`src/hw/rtl/http_chunked_body_decoder_top_defines.svh`:
```
// ----------------------------------------------------------------------------
// http_chunked_body_decoder_top_defines
// assertion macros shared by the chunked body decoder
// ----------------------------------------------------------------------------
`ifndef HTTP_CHUNKED_BODY_DECODER_TOP_DEFINES_SVH
`define HTTP_CHUNKED_BODY_DECODER_TOP_DEFINES_SVH

// same-cycle implication, checked outside reset
`define HCBD_ASSERT_NOW(lbl, ante, cons, msg) \
    lbl: assert property (@(posedge i_clk) disable iff (!i_rst_n) (ante) |-> (cons)) \
        else $error(msg);

// next-cycle implication, checked outside reset
`define HCBD_ASSERT_NEXT(lbl, ante, cons, msg) \
    lbl: assert property (@(posedge i_clk) disable iff (!i_rst_n) (ante) |=> (cons)) \
        else $error(msg);

`endif

```
`src/hw/rtl/hcbd_pkg.sv`:
```
`timescale 1ns / 1ps
// ----------------------------------------------------------------------------
// hcbd_pkg
// types and constants shared by the chunked body decoder
// ----------------------------------------------------------------------------
package hcbd_pkg;

    localparam int COUNT_WIDTH_DEF = 32;
    localparam int CFG_WIDTH       = 32;

    localparam logic [7:0] CH_CR = 8'd13;
    localparam logic [7:0] CH_LF = 8'd10;

    // one classified request byte, as held in the queue
    typedef struct packed {
        logic [7:0] data;
        logic       is_cr;
        logic       is_lf;
        logic       is_hex;
        logic [3:0] hex_val;
    } t_cls;

    typedef enum logic [3:0] {
        PH_HEADER  = 4'b0001,
        PH_SIZE    = 4'b0010,
        PH_DATA    = 4'b0100,
        PH_TRAILER = 4'b1000
    } t_phase;

    function automatic t_cls classify(input logic [7:0] c);
        t_cls r;
        r.data    = c;
        r.is_cr   = (c == CH_CR);
        r.is_lf   = (c == CH_LF);
        r.is_hex  = 1'b0;
        r.hex_val = 4'd0;
        if (c >= 8'h30 && c <= 8'h39) begin
            r.is_hex  = 1'b1;
            r.hex_val = 4'(c - 8'h30);
        end else if (c >= 8'h61 && c <= 8'h66) begin
            r.is_hex  = 1'b1;
            r.hex_val = 4'(c - 8'h57);
        end else if (c >= 8'h41 && c <= 8'h46) begin
            r.is_hex  = 1'b1;
            r.hex_val = 4'(c - 8'h37);
        end
        return r;
    endfunction

endpackage

```
`src/hw/rtl/hcbd_front.sv`:
```
`timescale 1ns / 1ps
// ----------------------------------------------------------------------------
// hcbd_front
// accepts request bytes, classifies them and holds them in a two-entry queue
// ----------------------------------------------------------------------------
module hcbd_front (
    input  logic              i_clk,
    input  logic              i_rst_n,
    input  logic              i_in_valid,
    output logic              o_in_ready,
    input  logic [7:0]        i_in_byte,
    output logic              o_q_valid,
    input  logic              i_q_ready,
    output hcbd_pkg::t_cls    o_q_item
);

    hcbd_pkg::t_cls r_mem [2];
    logic           r_wr_ptr, n_wr_ptr;
    logic           r_rd_ptr, n_rd_ptr;
    logic [1:0]     r_count, n_count;
    logic           push, pop;

    assign o_in_ready = (r_count != 2'd2);
    assign o_q_valid  = (r_count != 2'd0);
    assign o_q_item   = r_mem[r_rd_ptr];

    assign push = i_in_valid && o_in_ready;
    assign pop  = o_q_valid && i_q_ready;

    always_comb begin
        n_wr_ptr = push ? ~r_wr_ptr : r_wr_ptr;
        n_rd_ptr = pop  ? ~r_rd_ptr : r_rd_ptr;
        n_count  = r_count + 2'(push) - 2'(pop);
    end

    always_ff @(posedge i_clk) begin
        if (!i_rst_n) begin
            r_wr_ptr <= 1'b0;
            r_rd_ptr <= 1'b0;
            r_count  <= 2'd0;
        end else begin
            r_wr_ptr <= n_wr_ptr;
            r_rd_ptr <= n_rd_ptr;
            r_count  <= n_count;
        end
    end

    always_ff @(posedge i_clk) begin
        if (push) begin
            r_mem[r_wr_ptr] <= hcbd_pkg::classify(i_in_byte);
        end
    end

endmodule

```
`src/hw/rtl/hcbd_back.sv`:
```
`timescale 1ns / 1ps
// ----------------------------------------------------------------------------
// hcbd_back
// framing state machine: header skip, size lines, data, trailer, result register
// ----------------------------------------------------------------------------
module hcbd_back #(
    parameter int COUNT_WIDTH = hcbd_pkg::COUNT_WIDTH_DEF
) (
    input  logic                           i_clk,
    input  logic                           i_rst_n,
    input  logic [hcbd_pkg::CFG_WIDTH-1:0] i_max_body_size,
    input  logic                           i_q_valid,
    output logic                           o_q_ready,
    input  hcbd_pkg::t_cls                 i_q_item,
    output logic                           o_out_valid,
    input  logic                           i_out_ready,
    output logic [7:0]                     o_body_byte,
    output logic                           o_body_valid,
    output logic                           o_message_done,
    output logic                           o_too_large
);

    localparam int CmpW = (COUNT_WIDTH > hcbd_pkg::CFG_WIDTH) ? COUNT_WIDTH
                                                              : hcbd_pkg::CFG_WIDTH;

    hcbd_pkg::t_phase       r_phase, n_phase;
    logic [1:0]             r_hdr_match, n_hdr_match;
    logic                   r_prev_cr, n_prev_cr;
    logic [COUNT_WIDTH-1:0] r_size_acc, n_size_acc;
    logic                   r_dig_end, n_dig_end;
    logic                   r_line_ne, n_line_ne;
    logic [COUNT_WIDTH-1:0] r_chunk_left, n_chunk_left;
    logic [COUNT_WIDTH-1:0] r_body_total, n_body_total;

    logic                   r_out_valid;
    logic [7:0]             r_body_byte, n_body_byte;
    logic                   r_body_valid, n_body_valid;
    logic                   r_done, n_done;
    logic                   r_big, n_big;
    logic                   has_result;

    logic                   pop;
    logic                   line_end;
    logic                   ne_line, de_line;
    logic [COUNT_WIDTH-1:0] acc_line;
    logic [COUNT_WIDTH-1:0] chunk_dec;

    assign o_q_ready = !r_out_valid || i_out_ready;
    assign pop       = i_q_valid && o_q_ready;

    assign o_out_valid    = r_out_valid;
    assign o_body_byte    = r_body_byte;
    assign o_body_valid   = r_body_valid;
    assign o_message_done = r_done;
    assign o_too_large    = r_big;

    assign chunk_dec = r_chunk_left - COUNT_WIDTH'(1);

    // line byte update shared by size and trailer lines
    always_comb begin
        line_end = i_q_item.is_lf && r_prev_cr;
        // a pending cr that was not followed by lf is line content
        ne_line  = r_line_ne || r_prev_cr;
        de_line  = r_dig_end || r_prev_cr;
        acc_line = r_size_acc;
        if (!i_q_item.is_cr) begin
            ne_line = 1'b1;
            if (!de_line) begin
                if (i_q_item.is_hex) begin
                    if (r_size_acc[COUNT_WIDTH-1 -: 4] != 4'd0) begin
                        acc_line = '1;
                    end else begin
                        acc_line = {r_size_acc[COUNT_WIDTH-5:0], i_q_item.hex_val};
                    end
                end else begin
                    de_line = 1'b1;
                end
            end
        end
    end

    always_comb begin
        n_phase      = r_phase;
        n_hdr_match  = r_hdr_match;
        n_prev_cr    = r_prev_cr;
        n_size_acc   = r_size_acc;
        n_dig_end    = r_dig_end;
        n_line_ne    = r_line_ne;
        n_chunk_left = r_chunk_left;
        n_body_total = r_body_total;
        has_result   = 1'b0;
        n_body_byte  = 8'd0;
        n_body_valid = 1'b0;
        n_done       = 1'b0;
        n_big        = 1'b0;
        unique case (r_phase)
            hcbd_pkg::PH_HEADER: begin
                if (r_hdr_match[0] ? i_q_item.is_lf : i_q_item.is_cr) begin
                    if (r_hdr_match == 2'd3) begin
                        n_hdr_match = 2'd0;
                        n_phase     = hcbd_pkg::PH_SIZE;
                        n_prev_cr   = 1'b0;
                        n_size_acc  = '0;
                        n_dig_end   = 1'b0;
                        n_line_ne   = 1'b0;
                    end else begin
                        n_hdr_match = r_hdr_match + 2'd1;
                    end
                end else begin
                    n_hdr_match = {1'b0, i_q_item.is_cr};
                end
            end
            hcbd_pkg::PH_SIZE: begin
                n_prev_cr  = i_q_item.is_cr;
                n_size_acc = acc_line;
                n_dig_end  = de_line;
                n_line_ne  = ne_line;
                if (line_end) begin
                    if (r_line_ne) begin
                        if (r_size_acc == '0) begin
                            n_phase = hcbd_pkg::PH_TRAILER;
                        end else begin
                            n_chunk_left = r_size_acc;
                            n_phase      = hcbd_pkg::PH_DATA;
                        end
                    end
                    n_prev_cr  = 1'b0;
                    n_size_acc = '0;
                    n_dig_end  = 1'b0;
                    n_line_ne  = 1'b0;
                end
            end
            hcbd_pkg::PH_DATA: begin
                if (r_body_total != '1) begin
                    n_body_total = r_body_total + COUNT_WIDTH'(1);
                end
                n_chunk_left = chunk_dec;
                if (chunk_dec == '0) begin
                    n_phase    = hcbd_pkg::PH_SIZE;
                    n_prev_cr  = 1'b0;
                    n_size_acc = '0;
                    n_dig_end  = 1'b0;
                    n_line_ne  = 1'b0;
                end
                has_result   = 1'b1;
                n_body_byte  = i_q_item.data;
                n_body_valid = 1'b1;
            end
            hcbd_pkg::PH_TRAILER: begin
                n_prev_cr  = i_q_item.is_cr;
                n_size_acc = acc_line;
                n_dig_end  = de_line;
                n_line_ne  = ne_line;
                if (line_end) begin
                    n_prev_cr  = 1'b0;
                    n_size_acc = '0;
                    n_dig_end  = 1'b0;
                    n_line_ne  = 1'b0;
                    if (!r_line_ne) begin
                        // empty trailer line ends the message, then rearm
                        has_result   = 1'b1;
                        n_done       = 1'b1;
                        n_big        = (i_max_body_size != '0) &&
                                       (CmpW'(r_body_total) > CmpW'(i_max_body_size));
                        n_phase      = hcbd_pkg::PH_HEADER;
                        n_hdr_match  = 2'd0;
                        n_chunk_left = '0;
                        n_body_total = '0;
                    end
                end
            end
            default: begin
                n_phase = hcbd_pkg::PH_HEADER;
            end
        endcase
    end

    always_ff @(posedge i_clk) begin
        if (!i_rst_n) begin
            r_phase      <= hcbd_pkg::PH_HEADER;
            r_hdr_match  <= 2'd0;
            r_prev_cr    <= 1'b0;
            r_size_acc   <= '0;
            r_dig_end    <= 1'b0;
            r_line_ne    <= 1'b0;
            r_chunk_left <= '0;
            r_body_total <= '0;
            r_out_valid  <= 1'b0;
        end else begin
            if (pop) begin
                r_phase      <= n_phase;
                r_hdr_match  <= n_hdr_match;
                r_prev_cr    <= n_prev_cr;
                r_size_acc   <= n_size_acc;
                r_dig_end    <= n_dig_end;
                r_line_ne    <= n_line_ne;
                r_chunk_left <= n_chunk_left;
                r_body_total <= n_body_total;
                r_out_valid  <= has_result;
            end else if (i_out_ready) begin
                r_out_valid  <= 1'b0;
            end
        end
    end

    always_ff @(posedge i_clk) begin
        if (pop && has_result) begin
            r_body_byte  <= n_body_byte;
            r_body_valid <= n_body_valid;
            r_done       <= n_done;
            r_big        <= n_big;
        end
    end

endmodule

```
`src/hw/rtl/http_chunked_body_decoder_top.sv`:
```
`timescale 1ns / 1ps
// ----------------------------------------------------------------------------
// http_chunked_body_decoder_top
// Decodes an HTTP chunked request body, one raw byte per beat. The header is
// skipped up to the first CR LF CR LF; size lines give hex chunk sizes, chunk
// data comes out as body beats, and the empty line after the trailer gives
// one completion beat, with too_large set when the body total exceeds a
// nonzero max_body_size. The block sustains one byte per clock while i_out_ready
// holds: the front classifies each byte into a two-entry queue and the back
// state machine consumes one queued byte per cycle into a registered result
// slot, so a byte's result beat is valid from the cycle after the back takes
// it. Bytes that end no data and no message give no result beat. max_body_size
// is to be written only while the block is idle; the block does not enforce it.
// ----------------------------------------------------------------------------
`include "http_chunked_body_decoder_top_defines.svh"

module http_chunked_body_decoder_top #(
    parameter int COUNT_WIDTH = hcbd_pkg::COUNT_WIDTH_DEF
) (
    input  logic                           i_clk,
    input  logic                           i_rst_n,
    input  logic                           i_cfg_wr_en,
    input  logic [hcbd_pkg::CFG_WIDTH-1:0] i_cfg_wr_data,
    input  logic                           i_in_valid,
    output logic                           o_in_ready,
    input  logic [7:0]                     i_in_byte,
    output logic                           o_out_valid,
    input  logic                           i_out_ready,
    output logic [7:0]                     o_body_byte,
    output logic                           o_body_valid,
    output logic                           o_message_done,
    output logic                           o_too_large
);

    logic [hcbd_pkg::CFG_WIDTH-1:0] r_max_body_size;
    logic                           q_valid;
    logic                           q_ready;
    hcbd_pkg::t_cls                 q_item;

    always_ff @(posedge i_clk) begin
        if (!i_rst_n) begin
            r_max_body_size <= '0;
        end else if (i_cfg_wr_en) begin
            r_max_body_size <= i_cfg_wr_data;
        end
    end

    hcbd_front u_front (
        .i_clk      (i_clk),
        .i_rst_n    (i_rst_n),
        .i_in_valid (i_in_valid),
        .o_in_ready (o_in_ready),
        .i_in_byte  (i_in_byte),
        .o_q_valid  (q_valid),
        .i_q_ready  (q_ready),
        .o_q_item   (q_item)
    );

    hcbd_back #(
        .COUNT_WIDTH (COUNT_WIDTH)
    ) u_back (
        .i_clk           (i_clk),
        .i_rst_n         (i_rst_n),
        .i_max_body_size (r_max_body_size),
        .i_q_valid       (q_valid),
        .o_q_ready       (q_ready),
        .i_q_item        (q_item),
        .o_out_valid     (o_out_valid),
        .i_out_ready     (i_out_ready),
        .o_body_byte     (o_body_byte),
        .o_body_valid    (o_body_valid),
        .o_message_done  (o_message_done),
        .o_too_large     (o_too_large)
    );

    // result beats are either data or completion, never both
    `HCBD_ASSERT_NOW(a_data_not_done, o_out_valid && o_body_valid, !o_message_done && !o_too_large, "data beat carries completion flags")
    // too_large only on a completion beat and only with a limit set
    `HCBD_ASSERT_NOW(a_big_needs_limit, o_out_valid && o_too_large, o_message_done && (r_max_body_size != '0), "too_large without completion or limit")
    // a completion beat always rearms to header search, so no data beat follows at once
    `HCBD_ASSERT_NEXT(a_done_then_no_data, o_out_valid && o_message_done && i_out_ready, !(o_out_valid && o_body_valid), "data beat right after completion")

endmodule
```
`config.mk`:
```
export PLATFORM = sky130hd
export DESIGN_NAME = http_chunked_body_decoder_top
export DESIGN_NICKNAME = d
export VERILOG_FILES = /design/src/hw/rtl/hcbd_pkg.sv /design/src/hw/rtl/hcbd_front.sv /design/src/hw/rtl/hcbd_back.sv /design/src/hw/rtl/http_chunked_body_decoder_top.sv
export VERILOG_INCLUDE_DIRS = /design/src /design/src/hw/rtl
export SDC_FILE = /design/constraint.sdc
export NUM_CORES = 1
export LEC_CHECK = 0
export BUFFER_PORTS_ARGS = -buffer_cell sky130_fd_sc_hd__buf_2
export CAP_MARGIN = 40
export CELL_PAD_IN_SITES_DETAIL_PLACEMENT = 0
export CELL_PAD_IN_SITES_GLOBAL_PLACEMENT = 1
export CORE_UTILIZATION = 43
export DETAILED_ROUTE_END_ITERATION = 10
export PLACE_DENSITY_LB_ADDON = 0.1
export SYNTH_ARGS = -nofsm -noshare
export SYNTH_HDL_FRONTEND = slang
export SYNTH_SLANG_ARGS = --single-unit
```
`constraint.sdc`:
```
create_clock -name i_clk -period 2.4 [get_ports i_clk]
set_clock_uncertainty 0.05 [all_clocks]
set_input_delay 0.12 -clock i_clk [delete_from_list [all_inputs] [get_ports i_clk]]
set_output_delay 0.12 -clock i_clk [all_outputs]
set_load 0.02 [all_outputs]
```
==> results.py <==
metrics = {
    "status": {
        "status": "finished with violations",
        "violations": "negative setup slack",
    },
    "setup_path": {
        "r2r-end": "u_back.r_size_acc[20]$_SDFFE_PN0P_",
        "cp_max_fo": 8,
        "critPathCapture": "u_back.r_size_acc[20]$_SDFFE_PN0P_",
        "arrival_ns": 2.94,
        "crit_path_top_delay_cell": "or4_4",
        "critPathCaptureType": "flip-flop",
        "timing.rr.start": "u_back.r_chunk_left[20]$_SDFFE_PN0P_",
        "critPathRequiredTime_ns": 2.68,
        "critPathLaunchType": "flip-flop",
        "setup.worst_path.start": "u_back.r_chunk_left[20]$_SDFFE_PN0P_",
        "cp_slowest_stage_delay_ns": 0.55,
        "setup.worst_path.class": "reg -> reg",
        "reg2reg_depth": 9,
        "r2r_slack_ns": -0.26,
        "worstPathCellList": "or4_4 > nor4_4 > nand3_2 > a221o_1 > nor4_4 > buf_4 > o211ai_4 > clkbuf_16 > mux2i_1",
        "crit_path_frequent_cell": "nor4_4",
    },
    "yosys": {
        "syn_inst": 1114,
        "ys_seq_area_share_pct": 40.4,
        "syn_area_per_cell_sq_um": 9.09,
        "synth_cell_type_count": 78,
        "synth_ff_type": "dfxtp_1",
        "async_flop_share_pct": 0,
        "synth_edf_count": 41,
        "ys_ff_latch": 184,
        "synthesis.nets": 1201,
        "syn_area_sq_mm": 0.0101,
        "yosysWarnings": 0,
    },
    "clock_network": {
        "htreeDepth": 4,
        "clock_latency_ns": 0.45,
        "clock-root-buffer": "clkbuf_16",
        "cts_made_buffers": 17,
        "clkSlewWorstSetupHoldPaths_ns": 0.08,
        "numClockSinks": 184,
        "cts_tree": "done",
        "clockBufferDepth": 2,
    },
    "sta": {
        "worstMarginPinSlew_ns": 0.642,
        "fmax_ghz": 0.376,
        "finalSetupViolations": 42,
        "fin_hold_ws_ns": 0.0629,
        "slew-limit-headroom_pct": 56.8,
        "min_period_ns": 2.66,
        "fin_crit_sh_pct": 111,
        "layout_setup_ws_ns": -0.260,
        "slew_violations": 0,
        "rsz0062_at_grt": "true",
        "hold_viol_final": 0,
    },
    "finish": {
        "post-route-util_pct": 58.8,
        "drive_gt1_share_pct": 26.4,
        "diodes": 0,
        "finish.net_count": 1420,
        "area_delta_synth_final_pct": 32.8,
    },
    "grt": {
        "grt_overflow_total": 0,
        "grt_pass1_vias": 8604,
        "grt_max_degree": 55,
        "track_usage_pct": 22.6,
        "antenna_found_initial": 0,
        "grt_pass1_wl_um": 43500,
    },
    "floorplan": {
        "coreArea_sq_mm": 0.0228,
        "dieArea_sq_mm": 0.0242,
        "die_w_um": 155,
        "initial_utilization_pct": 44.3,
        "io-pin-count": 58,
        "die_h_um": 155,
        "std_cell_rows": 55,
    },
    "power_and_ir_drop": {
        "power_leakage_nw": 5.60,
        "power_w": 0.00741,
        "p_per_area_mw_per_mm2": 552,
        "peakVddDrop_uv": 444,
    },
    "place": {
        "portBuffers": 57,
        "place_hpwl_um": 19100,
        "pre_cts_slack_ns": -0.305,
        "gp_congestion": 0.850,
    },
    "routing": {
        "drtIter0Drc": 398,
        "drc": 0,
        "drt_wl_total_um": 27200,
        "drtAntennaViolNets": 0,
        "first_pass_iters": 5,
        "vias": 8936,
        "wire_per_inst_um": 16.4,
        "vias_per_cell": 5.39,
    },
    "run": {
        "drv_cap": 0,
    },
    "worst_hold_path": {
        "worst_hold_path_type": "in -> reg",
    },
}
## where the power goes
part	switching [W]	leakage, nW	total, W	internal, W
registers	0.0000796	1.51	0.00339	0.00331
logic	0.000541	3.79	0.00107	0.000526
clock network	0.00144	0.298	0.00295	0.00151
## worst max-delay path: cells and delay by family (launching register included)
| kind | cells | cell delay [ns] |
|---|---|---|
| AND/OR/NAND/NOR | 4 | 1.12 |
| AO/OA/AOI/OAI | 2 | 0.50 |
| buffers and inverters | 2 | 0.42 |
| flip-flops | 1 | 0.32 |
| multiplexers | 1 | 0.12 |
## layout by cell type, fill, tap and decap left out, types with 11 or more instances in the layout
cell           netlist  routed
nor2_1              88      85
nor2b_1             47      47
nand3_1             26      20
buf_2               10      56
dfxtp_1            143     138
mux2i_1             77      77
nor4_1              31      24
nand4_1             28      28
dlygate4sd3_1        0      41
a21oi_1             37      33
edfxtp_1            41      41
ha_1                42      41
and2_1              11      11
clkbuf_16            0      20
xnor2_1             26      24
nor3_1              26      15
o21ai_0             50      47
inv_1               56      53
o211ai_1            35      35
xor2_1              11      11
buf_4                1     155
nand2_1             84      84
## synth_stat cells (12+ instances only)
| library cell | number | area share [%] |
|---|---|---|
| dfxtp_1 | 143 | 28 |
| nor2_1 | 88 | 3.3 |
| nand2_1 | 84 | 3.1 |
| mux2i_1 | 77 | 7.6 |
| inv_1 | 56 | 2.1 |
| o21ai_0 | 50 | 2.5 |
| nor2b_1 | 47 | 2.9 |
| clkbuf_1 | 46 | 1.7 |
| ha_1 | 42 | 5.2 |
| edfxtp_1 | 41 | 12 |
| a21oi_1 | 37 | 1.8 |
| o211ai_1 | 35 | 2.6 |
| nor4_1 | 31 | 1.9 |
| nand4_1 | 28 | 1.7 |
| nand3_1 | 26 | 1.3 |
| nor3_1 | 26 | 1.3 |
| xnor2_1 | 26 | 2.2 |
| a22oi_1 | 12 | 0.89 |
## flip-flops by register name, summed over array words and instances (netlist names), named ones only
signal and flops:
u_back.r_body_total 32, u_back.o_out_valid 1, u_back.r_line_ne 1, u_back.o_body_byte 8
u_back.o_message_done 1, u_back.r_size_acc 32, u_back.r_hdr_match 2, u_back.r_phase 4
u_front.r_rd_ptr 1, u_back.o_too_large 1, u_front.r_mem 30, u_front.r_wr_ptr 1
u_back.r_prev_cr 1, u_back.r_chunk_left 32, u_back.r_dig_end 1, u_front.r_count 2
u_back.o_body_valid 1, r_max_body_size 32
## worst min path at each step
stage,from,endpoint,slack (ns),cells after the start
after floorplan,i_in_byte[3],u_front.r_mem[0][10]$_DFFE_PP_,0.17,0
after global placement,i_in_byte[6],u_front.r_mem[1][13]$_DFFE_PP_,0.29,1
after detailed placement,i_in_byte[6],u_front.r_mem[0][13]$_DFFE_PP_,0.30,1
after CTS,i_rst_n,u_back.r_chunk_left[0]$_SDFFE_PN0P_,0.04,2
after global routing,i_rst_n,u_back.r_chunk_left[13]$_SDFFE_PN0P_,0.07,2
final,i_rst_n,u_back.r_chunk_left[0]$_SDFFE_PN0P_,0.06,2
## metrics by stage
step | area [sq um] | cells | setup TNS (ns)
after floorplan | 10300 | 1114 | -4.57
after global placement | 11900 | 1571 | -14.64
after detailed placement | 11900 | 1572 | -13.32
after CTS | 13100 | 1650 | -6.24
after global routing | 13400 | 1659 | -12.33
final | 13400 | 1659 | -8.25
## per-layer routing
metal	track usage (%)	wire, um
met4	8.17	526
met3	2.62	659
met5	0	0
met2	39.1	13200
met1	29.1	12800
## area by class of cell
type | count | area (sq um)
Inverter | 57 | 219
Sequential cell | 184 | 4110
Multi-Input combinational cell | 804 | 5930
Timing Repair Buffer | 269 | 2190
Tap cell | 313 | 392
Fill cell | 2078 | 9400
Clock buffer | 17 | 425
Clock inverter | 15 | 184
## kinds of logic (layout without fill, tap and decap cells)
group           count (synthesis)  in the layout  share of synthesized area, %
xor+xnor                       37             37                          3.20
flops                         184            184                          40.4
mux                            85             85                          8.61
compound gates                226            226                          15.3
simple gates                  414            414                          22.1
buf+inv                       126            358                          5.14
fa+ha+maj                      42             42                          5.19
## timing repair
| action | in CTS | in global routing |
|---|---|---|
| pin swaps | 5 | 12 |
| endpoints found under the hold margin | 49 | 0 |
| gates cloned | 0 | 3 |
| buffers inserted | 5 | 6 |
| setup endpoints to repair | 69 | 90 |
| gates resized for setup | 25 | 44 |
| hold buffers | 41 | 0 |
Note: power is estimated with default switching activity, not from simulation.
